### config.mk
export PLATFORM = sky130hd
export DESIGN_NAME = elevator_car_controller
export DESIGN_NICKNAME = d
export VERILOG_FILES = /design/src/ecc_pkg.sv /design/src/elevator_car_controller.sv /design/src/ecc_in_stage.sv /design/src/ecc_core.sv /design/src/ecc_out_stage.sv
export SDC_FILE = /design/constraint.sdc
export NUM_CORES = 1
export LEC_CHECK = 0
export BUFFER_PORTS_ARGS = -buffer_cell sky130_fd_sc_hd__buf_2
export CAP_MARGIN = 20
export CORE_MARGIN = 3
export CORE_UTILIZATION = 30
export CTS_CLUSTER_DIAMETER = 80
export DETAILED_ROUTE_END_ITERATION = 16
export GPL_TIMING_DRIVEN = 0
export PLACE_DENSITY = 0.51
export SYNTH_ARGS = -nofsm -noshare
export SYNTH_HDL_FRONTEND = slang
export SYNTH_SLANG_ARGS = --single-unit
### constraint.sdc
create_clock -name clk -period 4.7 [get_ports clk]
set_clock_uncertainty 0.2 [all_clocks]
set_input_delay 0.235 -clock clk [delete_from_list [all_inputs] [get_ports clk]]
set_output_delay 0.235 -clock clk [all_outputs]
set_load 0.05 [all_outputs]
### src/ecc_pkg.sv
`timescale 1ns / 1ps

package ecc_pkg;

  localparam int FLOORS       = 5;
  localparam int GROUND_INDEX = 1;
  localparam int FLOOR_W      = 3;
  localparam int CNT_W        = 16;

  localparam logic [CNT_W-1:0] DOOR_TICKS_RST = CNT_W'(3000);
  localparam logic [CNT_W-1:0] CNT_MAX        = {CNT_W{1'b1}};
  localparam logic [FLOOR_W-1:0] GROUND_FLOOR = FLOOR_W'(GROUND_INDEX);

  typedef enum logic [2:0] {
    MODE_IDLE    = 3'd0,
    MODE_UP      = 3'd1,
    MODE_DOWN    = 3'd2,
    MODE_OPENING = 3'd3,
    MODE_OPEN    = 3'd4,
    MODE_CLOSING = 3'd5,
    MODE_ALARM   = 3'd6,
    MODE_PHONE   = 3'd7
  } mode_t;

  typedef enum logic [1:0] {
    MOTOR_STOP = 2'd0,
    MOTOR_UP   = 2'd1,
    MOTOR_DOWN = 2'd2
  } motor_t;

  // first field in the highest bits
  typedef struct packed {
    logic [FLOOR_W-1:0] call_floor;
    logic               call_valid;
    logic               phone_button;
    logic               alarm_button;
    logic               open_button;
    logic               close_button;
    logic               door_obstacle;
    logic               door_fully_closed;
    logic               door_fully_open;
    logic               on_floor;
    logic [FLOOR_W-1:0] sensed_floor;
    logic               overload;
  } item_t;

  typedef struct packed {
    logic               overload_lamp;
    logic               phone_ringing;
    logic               alarm_active;
    logic               door_close_pulse;
    logic               door_open_pulse;
    motor_t             motor_drive;
    logic [FLOOR_W-1:0] goal_floor;
    logic [FLOOR_W-1:0] car_floor;
    mode_t              mode;
  } result_t;

  localparam int IN_W  = $bits(item_t);
  localparam int OUT_W = $bits(result_t);

endpackage

### src/elevator_car_controller.sv
`timescale 1ns / 1ps

// elevator car controller, one tick item in, one status item out
//
// in_* stream: one transfer per millisecond tick with sensor levels,
//   buttons and an optional floor call
// out_* stream: one transfer per tick with mode, floors, held motor
//   command, door pulses and alarm, phone and overload levels
// cfg_*: write of the door open timeout in ticks; the user must write it only
//   while the block is idle, the block itself does not enforce it; takes effect from the next tick
//
// input transfer to result valid: through the input register, then the
//   result register; throughput: one tick per cycle while out_tready is
//   high, with a combinational state update between the two registers
// reset (rst_n low, synchronous): car idle at the ground floor, no calls
//   pending, motor stopped, timeout back to 3000 ticks, both streams empty
// receiver stall: the result register holds, the input register fills,
//   then in_tready drops until out_tready returns; no tick is lost
module elevator_car_controller
  import ecc_pkg::*;
(
  input  logic             clk,
  input  logic             rst_n,
  input  logic             in_tvalid,
  output logic             in_tready,
  // overload, sensed_floor[2:0], on_floor, door_fully_open,
  // door_fully_closed, door_obstacle, close_button, open_button,
  // alarm_button, phone_button, call_valid, call_floor[2:0]
  input  logic [IN_W-1:0]  in_tdata,
  output logic             out_tvalid,
  input  logic             out_tready,
  // mode[2:0], car_floor[2:0], goal_floor[2:0], motor_drive[1:0],
  // door_open_pulse, door_close_pulse, alarm_active, phone_ringing,
  // overload_lamp
  output logic [OUT_W-1:0] out_tdata,
  input  logic             cfg_we,
  input  logic [CNT_W-1:0] cfg_wdata
);

  logic    item_valid;
  item_t   item;
  result_t result;
  logic    free;
  logic    advance;

  assign advance = item_valid && free;

  ecc_in_stage u_in (
    .clk        (clk),
    .rst_n      (rst_n),
    .in_tvalid  (in_tvalid),
    .in_tready  (in_tready),
    .in_tdata   (in_tdata),
    .advance    (advance),
    .item_valid (item_valid),
    .item       (item)
  );

  ecc_core u_core (
    .clk       (clk),
    .rst_n     (rst_n),
    .cfg_we    (cfg_we),
    .cfg_wdata (cfg_wdata),
    .advance   (advance),
    .item      (item),
    .result    (result)
  );

  ecc_out_stage u_out (
    .clk        (clk),
    .rst_n      (rst_n),
    .load       (advance),
    .result     (result),
    .free       (free),
    .out_tvalid (out_tvalid),
    .out_tready (out_tready),
    .out_tdata  (out_tdata)
  );

endmodule

### src/ecc_in_stage.sv
`timescale 1ns / 1ps

module ecc_in_stage
  import ecc_pkg::*;
(
  input  logic             clk,
  input  logic             rst_n,
  input  logic             in_tvalid,
  output logic             in_tready,
  input  logic [IN_W-1:0]  in_tdata,
  input  logic             advance,
  output logic             item_valid,
  output item_t            item
);

  logic  valid_r;
  item_t item_r;

  assign in_tready  = !valid_r || advance;
  assign item_valid = valid_r;
  assign item       = item_r;

  always_ff @(posedge clk) begin
    if (!rst_n) begin
      valid_r <= 1'b0;
    end else if (in_tready) begin
      valid_r <= in_tvalid;
    end
  end

  always_ff @(posedge clk) begin
    if (in_tready && in_tvalid) begin
      item_r <= item_t'(in_tdata);
    end
  end

endmodule

### src/ecc_core.sv
`timescale 1ns / 1ps

module ecc_core
  import ecc_pkg::*;
(
  input  logic             clk,
  input  logic             rst_n,
  input  logic             cfg_we,
  input  logic [CNT_W-1:0] cfg_wdata,
  input  logic             advance,
  input  item_t            item,
  output result_t          result
);

  logic [CNT_W-1:0]   ticks_r;
  mode_t              mode_r, mode_nxt;
  logic [FLOOR_W-1:0] floor_r, floor_nxt;
  logic [FLOOR_W-1:0] goal_r, goal_nxt;
  logic [FLOORS-1:0]  pend_r, pend_nxt;
  logic               ovl_r, ovl_nxt;
  logic [CNT_W-1:0]   cnt_r, cnt_nxt;
  motor_t             motor_r, motor_nxt;
  logic               alarm_r, alarm_nxt;
  logic               phone_r, phone_nxt;
  logic               lamp_r, lamp_nxt;

  logic               new_ovl;
  logic               ovl_gone;
  logic               ovl_close;
  logic [FLOORS-1:0]  pend_a;
  logic [FLOORS-1:0]  pend_s;
  mode_t              mode_o;
  mode_t              mode_s;
  logic [FLOOR_W-1:0] goal_s;
  logic               up_hit, dn_hit;
  logic [FLOOR_W-1:0] up_f, dn_f;
  logic               arrived;
  logic               open_pulse, close_pulse;
  logic               timeout;

  // call registration, overrides and call search
  always_comb begin
    new_ovl   = item.overload && !ovl_r;
    ovl_gone  = !item.overload && ovl_r;
    ovl_close = ovl_gone && item.close_button;

    pend_a = pend_r;
    if (item.call_valid &&
        ({1'b0, item.call_floor} < (FLOOR_W+1)'(FLOORS))) begin
      pend_a[item.call_floor] = 1'b1;
    end

    mode_o = mode_r;
    if (ovl_close) begin
      mode_o = MODE_CLOSING;
    end
    if (item.alarm_button) begin
      mode_o = MODE_ALARM;
    end
    if (item.phone_button) begin
      mode_o = MODE_PHONE;
    end
    if (item.open_button && (mode_o == MODE_IDLE || mode_o == MODE_OPEN ||
                             mode_o == MODE_CLOSING)) begin
      mode_o = MODE_OPENING;
    end

    // nearest call above, else nearest below
    up_hit = 1'b0;
    up_f   = '0;
    for (int f = FLOORS - 1; f >= 0; f--) begin
      if (pend_a[f] && (FLOOR_W'(f) > floor_r)) begin
        up_hit = 1'b1;
        up_f   = FLOOR_W'(f);
      end
    end
    dn_hit = 1'b0;
    dn_f   = '0;
    for (int f = 0; f < FLOORS; f++) begin
      if (pend_a[f] && (FLOOR_W'(f) < floor_r)) begin
        dn_hit = 1'b1;
        dn_f   = FLOOR_W'(f);
      end
    end

    mode_s = mode_o;
    goal_s = goal_r;
    pend_s = pend_a;
    if (mode_o == MODE_IDLE || mode_o == MODE_OPEN) begin
      priority if (up_hit) begin
        mode_s         = MODE_UP;
        goal_s         = up_f;
        pend_s[up_f]   = 1'b0;
      end else if (dn_hit) begin
        mode_s         = MODE_DOWN;
        goal_s         = dn_f;
        pend_s[dn_f]   = 1'b0;
      end
    end

    arrived = item.on_floor && (item.sensed_floor == goal_s);
    timeout = (cnt_r >= ticks_r) || item.close_button;
  end

  // next state
  always_comb begin
    mode_nxt  = mode_r;
    floor_nxt = floor_r;
    goal_nxt  = goal_r;
    pend_nxt  = pend_a;
    ovl_nxt   = ovl_r;
    cnt_nxt   = cnt_r;
    motor_nxt = motor_r;
    alarm_nxt = alarm_r;
    phone_nxt = phone_r;
    lamp_nxt  = lamp_r;
    if (new_ovl) begin
      motor_nxt = MOTOR_STOP;
      if (!item.door_fully_open) begin
        mode_nxt = MODE_OPENING;
      end
      alarm_nxt = 1'b1;
      lamp_nxt  = 1'b1;
      ovl_nxt   = 1'b1;
    end else begin
      if (ovl_gone) begin
        alarm_nxt = 1'b0;
        lamp_nxt  = 1'b0;
      end
      if (ovl_close) begin
        ovl_nxt = 1'b0;
      end
      mode_nxt = mode_s;
      goal_nxt = goal_s;
      pend_nxt = pend_s;
      unique case (mode_s)
        MODE_UP, MODE_DOWN: begin
          motor_nxt = (mode_s == MODE_UP) ? MOTOR_UP : MOTOR_DOWN;
          if (arrived) begin
            motor_nxt = MOTOR_STOP;
            floor_nxt = goal_s;
            mode_nxt  = MODE_OPENING;
          end
        end
        MODE_OPENING: begin
          if (item.door_fully_open) begin
            mode_nxt = MODE_OPEN;
            cnt_nxt  = '0;
          end
        end
        MODE_OPEN: begin
          if (timeout) begin
            mode_nxt = MODE_CLOSING;
          end else if (cnt_r != CNT_MAX) begin
            cnt_nxt = cnt_r + CNT_W'(1);
          end
        end
        MODE_CLOSING: begin
          if (item.door_fully_closed) begin
            mode_nxt = MODE_IDLE;
          end
          if (item.door_obstacle) begin
            mode_nxt = MODE_OPENING;
          end
        end
        MODE_ALARM: begin
          alarm_nxt = item.alarm_button;
          if (!item.alarm_button) begin
            mode_nxt = MODE_IDLE;
          end
        end
        MODE_PHONE: begin
          phone_nxt = item.phone_button;
          if (!item.phone_button) begin
            mode_nxt = MODE_IDLE;
          end
        end
        MODE_IDLE: begin
        end
      endcase
    end
  end

  // door command pulses
  always_comb begin
    open_pulse  = 1'b0;
    close_pulse = 1'b0;
    if (new_ovl) begin
      open_pulse = !item.door_fully_open;
    end else begin
      close_pulse = ovl_close;
      unique case (mode_s)
        MODE_OPENING: open_pulse = 1'b1;
        MODE_OPEN:    close_pulse = close_pulse || timeout;
        MODE_CLOSING: open_pulse = item.door_obstacle;
        MODE_IDLE, MODE_UP, MODE_DOWN, MODE_ALARM, MODE_PHONE: begin
        end
      endcase
    end
  end

  always_comb begin
    result.mode             = mode_nxt;
    result.car_floor        = floor_nxt;
    result.goal_floor       = goal_nxt;
    result.motor_drive      = motor_nxt;
    result.door_open_pulse  = open_pulse;
    result.door_close_pulse = close_pulse;
    result.alarm_active     = alarm_nxt;
    result.phone_ringing    = phone_nxt;
    result.overload_lamp    = lamp_nxt;
  end

  always_ff @(posedge clk) begin
    if (!rst_n) begin
      ticks_r <= DOOR_TICKS_RST;
    end else if (cfg_we) begin
      ticks_r <= cfg_wdata;
    end
  end

  always_ff @(posedge clk) begin
    if (!rst_n) begin
      mode_r  <= MODE_IDLE;
      floor_r <= GROUND_FLOOR;
      goal_r  <= GROUND_FLOOR;
      pend_r  <= '0;
      ovl_r   <= 1'b0;
      cnt_r   <= '0;
      motor_r <= MOTOR_STOP;
      alarm_r <= 1'b0;
      phone_r <= 1'b0;
      lamp_r  <= 1'b0;
    end else if (advance) begin
      mode_r  <= mode_nxt;
      floor_r <= floor_nxt;
      goal_r  <= goal_nxt;
      pend_r  <= pend_nxt;
      ovl_r   <= ovl_nxt;
      cnt_r   <= cnt_nxt;
      motor_r <= motor_nxt;
      alarm_r <= alarm_nxt;
      phone_r <= phone_nxt;
      lamp_r  <= lamp_nxt;
    end
  end

endmodule

### src/ecc_out_stage.sv
`timescale 1ns / 1ps

module ecc_out_stage
  import ecc_pkg::*;
(
  input  logic             clk,
  input  logic             rst_n,
  input  logic             load,
  input  result_t          result,
  output logic             free,
  output logic             out_tvalid,
  input  logic             out_tready,
  output logic [OUT_W-1:0] out_tdata
);

  logic    valid_r;
  result_t data_r;

  assign free       = !valid_r || out_tready;
  assign out_tvalid = valid_r;
  assign out_tdata  = data_r;

  always_ff @(posedge clk) begin
    if (!rst_n) begin
      valid_r <= 1'b0;
    end else if (free) begin
      valid_r <= load;
    end
  end

  always_ff @(posedge clk) begin
    if (load) begin
      data_r <= result;
    end
  end

endmodule

=== Yosys cells after proc, flatten, opt, wreduce, memory -nomap -nowiden ===
Cells that the tools add are included.
W data, S select, Z words.

* Output and inout bits: 18
* Bits of input ports: 37
* Flip-flop bits (word level): 86
* Logic and storage cells: 188

* Multiplexer cells: 74
* Bitwise operators: 6
* Reduce and logical (&&, ||, !) cells: 40
* Equal/unequal tests: 15
* Magnitude comparators: 18
* Add/subtract/negate cells: 1

{| class="wikitable"
|+ Operator list
! cell !! number
|-
| $mux W3 || 29
|-
| $mux W16 || 3
|-
| $pmux W16 S2 || 1
|-
| $mux W1 || 25
|-
| $mux W5 || 5
|-
| $eq A3 B3 Y1 const B || 7
|-
| $logic_and A1 B1 Y1 || 21
|-
| $pmux W3 S6 || 1
|-
| $add A16 B1 Y16 const B || 1
|-
| $ge A16 B16 Y1 || 1
|-
| $ne A16 B16 Y1 const B || 1
|-
| $lt A3 B4 Y1 const B || 3
|-
| $mux W2 || 6
|-
| $and A5 B5 Y5 || 2
|-
| $not A5 Y5 || 2
|-
| $demux W1 S3 || 3
|-
| $ge A3 B1 Y1 const B || 3
|-
| $logic_or A1 B1 Y1 || 7
|-
| $eq A3 B2 Y1 const B || 2
|-
| $gt A1 B3 Y1 const A || 2
|-
| $gt A2 B3 Y1 const A || 2
|-
| $logic_not A3 Y1 || 2
|-
| $lt A1 B3 Y1 const A || 2
|-
| $lt A2 B3 Y1 const A || 2
|-
| other kinds (15) || 21
|}

=== Longest topological paths before layout ===
* Word-level depth: 21
* Gate-level depth with buffers: 12

=== Cells and area by module ===
From an unflattened synthesis, not the netlist that was laid out.

* Cells, all modules: 579
* Area total of the unflattened synthesis: 5191.2 µm²

{| class="wikitable"
|+ Modules (own cells, without submodules)
! module !! times used !! area each (µm²) !! cells each
|-
| ecc_core || 1 || 4117.7 || 537
|-
| ecc_in_stage || 1 || 538.0 || 21
|-
| ecc_out_stage || 1 || 529.3 || 20
|-
| elevator_car_controller || 1 || 6.3 || 1
|}

=== Worst setup path after synthesis ===
Ideal clock, no wire load.

* Path type: reg-to-reg
* Start: register u_in.item_r (netlist bit u_in.item[15])
* End: register u_out.data_r (netlist bit u_out.out_tdata[3]), data pin
* Slack: 1507 ps
* Cell stages (with the launch flop): 10
* Buffers on the path: 0
* Clock period less this slack: 3193 ps
* Library setup time: 260 ps
* Data arrival time: 2733 ps
* Required time: 4240 ps
* Cells stage by stage: edfxtp_1 -> nand3b_1 -> o311a_4 -> o22ai_4 -> nor2_1 -> a31oi_1 -> mux2i_1 -> nand4_2 -> nor2_2 -> mux2_4

{| class="wikitable"
|+ RTL lines
! item !! RTL line !! text
|-
| start: declaration || ecc_in_stage.sv:17 || <nowiki>item_t item_r;</nowiki>
|-
| start signal: assignment || ecc_in_stage.sv:33 || <nowiki>item_r <= item_t'(in_tdata);</nowiki>
|-
| end signal: assignment || ecc_out_stage.sv:33 || <nowiki>data_r <= result;</nowiki>
|-
| end: declaration || ecc_out_stage.sv:17 || <nowiki>result_t data_r;</nowiki>
|}

==> reports/results.ini <==
[outcome]
outcome=finished, final reports clean

[critical_path]
critPathRequiredTime_ns=4.60
startpoint_type=flop
reg2reg_slack_ns=0.62
critPathArrivalTime_ns=3.98
setup.worst_path.end_class=flop
r2r_start=u_in.item[15]
worstPathMaxFanout=7
r2r_cells=9
path_class=reg2reg
r2r-end=u_out.out_tdata[3]

[clock_tree]
cts_resized=0
clk_path_buf_depth=2
insertion_delay_ns=0.35
cts_sinks=86
cts_tree=done
cts_htree_levels=3
root_buffer=clkbuf_16
clkTransAtPathRegs_ns=0.06
cts_inserted_buffers=9

[sta]
fin_crit_sh=0.8682
fmax_mhz=245.1
tightest_slew_ns=0.8181
relSlewSlack=0.4526
setup_viol=0
rsz0062_at_grt=false
tns_ns=0
finalCriticalPeriod_ns=4.081
drv_slew=0
hold_viol_final=0

[die]
row_count=45
placeableCoreArea_um2=15260
num_io_pins=55
die_x_um=130.9
initial_utilization=0.3067
dieArea_um2=17130
dieHeight_um=130.9

[cells_and_area]
fillers=1524
area_growth_pct=24.14
diodes=0
mostFrequentLayoutCells=58 x nand2_1, 54 x buf_2, 54 x dfxtp_1, 33 x nor2_1, 33 x dlygate4sd3_1
layout_commonest_cell=nand2_1
nNetsFinal=654
fin_cells=816
drive_gt1_frac=0.1421

[routing]
first_pass_iters=5
wl_per_cell_um=15.27
ant_nets=0
vias=4124
routed_wl_um=12460
routed_via_density=5.054
drcViolationCount=0
drt_iter0_drc=242

[synth]
synth.distinct_cells=70
async_reset_ff_frac=0
synth_fp_nets=557
synth_edf_count=32
synth.area.top_cells=dfxtp_1 23%, edfxtp_1 21%, nand2_1 4.7%
ys_warn_count=0
yosys_register_bits=86
synth_flop_cell=dfxtp_1
syn-cell-area_um2=4679
synth_top_area_frac=0.2310
syn-instance-count=503
avgSynthCellArea_um2=9.303
ys_seq_area_frac=0.4364
synth_largest_area_cell=dfxtp_1

[pwr]
leakage_nw=2.299
irDropWorstVdd_v=0.0002336
power.density_nw_per_um2=294.4

[flow_run]
maxCapViolCount=0

[grt]
grt_antenna_before_repair=0
first_global_vias=3818
grt_pass1_wl_um=19800
grt_usage=0.1491
grt_max_degree=17
grt-ovfl-total=0

[place]
hpwl_um=9308
gp_congestion=0.8809
port_buffers=52
dpl.cell_count=767

[hold_path]
hold_start=out_tready
min_path_cells=3
holdCritPathClass=in2reg
holdPathEnd=u_out.out_tvalid

## cells by family after synthesis
logic type,count (synthesis),share of synthesized area
buffers and inverters,48,0.03904
adder cells (fa/ha/maj),17,0.04545
flip-flops,86,0.4364
XOR/XNOR,5,0.01096
multiplexers,14,0.03101
AND/OR/NAND/NOR,201,0.2283
AO/OA/AOI/OAI,132,0.2088
## worst max-delay path, cell delays in order, from the launching register on
cell and delay, ns:
edfxtp_1 0.47, nor4b_1 0.54, nor4_1 0.11, nor3_2 0.37
nor2_1 0.20, a31oi_1 0.52, mux2i_1 0.52, nand4_2 0.30
nor2_2 0.27, mux2_4 0.32
## where the power goes
group	switching [W]	internal (W)	leakage, nW
Combinational	0.000137	0.0000898	1.43
Clock	0.000299	0.000356	0.120
Sequential	0.0000209	0.000807	0.746
Total	0.000457	0.00125	2.30
## flip-flops by register name, indices dropped and copies added, names as in the netlist
register          count
u_core.alarm_r        1
u_core.floor_r        3
u_core.lamp_r         1
u_out.out_tvalid      1
u_core.mode_r         3
u_in.item            16
u_core.cnt_r         16
u_core.phone_r        1
u_out.out_tdata      16
u_core.ovl_r          1
u_core.motor_r        2
u_core.goal_r         3
u_core.pend_r         5
u_in.item_valid       1
u_core.ticks_r       16
## repair_timing
action,in CTS,in global routing
hold buffers,33,0
endpoints found under the hold margin,33,0
setup buffers,0,0
## Yosys cell counts, types with 4 or more instances
cell      number
a21boi_0       6
a21o_1         5
a21oi_1       26
a31oi_1        6
and2_1         5
and3_1         6
and4_1         4
clkbuf_1      17
dfxtp_1       54
edfxtp_1      32
ha_1          17
inv_1         28
mux2i_1       13
nand2_1       58
nand2b_1       8
nand3_1       19
nand4_1        5
nor2_1        33
nor2b_1       16
nor3_1         9
o211ai_1      15
o21a_1         8
o21ai_0       26
o21ai_1        4
o31ai_1        6
or3_1         11
xor2_1         4
## how the worst max path moves through the flow
stage | start | endpoint
2_1_floorplan | u_in.item[15] | u_out.out_tdata[3]
3_3_place_gp | u_in.item[15] | u_out.out_tdata[3]
3_5_place_dp | u_in.item[15] | u_out.out_tdata[3]
4_1_cts | u_in.item[15] | u_out.out_tdata[3]
5_1_grt | u_in.item[15] | u_out.out_tdata[3]
6_report | u_in.item[15] | u_out.out_tdata[3]
## stage by stage
stage / power [W] / instance area [um^2] / hold WS [ns] / setup slack, ns / utilization
2_1_floorplan: 0.0009832 / 4679 / 0.1339 / 1.507 / -
3_3_place_gp: 0.001046 / 5204 / 0.2116 / 0.6027 / 0.3410
3_5_place_dp: 0.001051 / 5219 / 0.2135 / 0.6813 / 0.3420
4_1_cts: 0.001721 / 5809 / 0.02727 / 0.6703 / 0.3807
5_1_grt: 0.001784 / 5809 / 0.04380 / 0.3679 / 0.3807
6_report: 0.001710 / 5809 / 0.04064 / 0.6193 / 0.3807
## cell type report
type | instances | area, um^2 | share of cell area
Multi-Input combinational cell | 369 | 2455 | 0.4226
Sequential cell | 86 | 2042 | 0.3515
Timing Repair Buffer | 86 | 605.6 | 0.1042
Tap cell | 211 | 264.0 | 0.04544
Clock buffer | 12 | 236.5 | 0.04071
Inverter | 28 | 105.1 | 0.01809
Buffer | 20 | 77.57 | 0.01335
Clock inverter | 4 | 23.77 | 0.004092
## routing by layer
layer / up-vias / wire length, um / share of wire / global-route usage
met4: 0 / 174 / 0.014 / 0.04900
li1: 2038 / - / - / -
met5: - / 0 / 0 / 0
met2: 126 / 5472 / 0.44 / 0.2279
met3: 12 / 681 / 0.055 / 0.03496
met1: 1948 / 6133 / 0.49 / 0.2082
(Power assumes the default switching activity.)
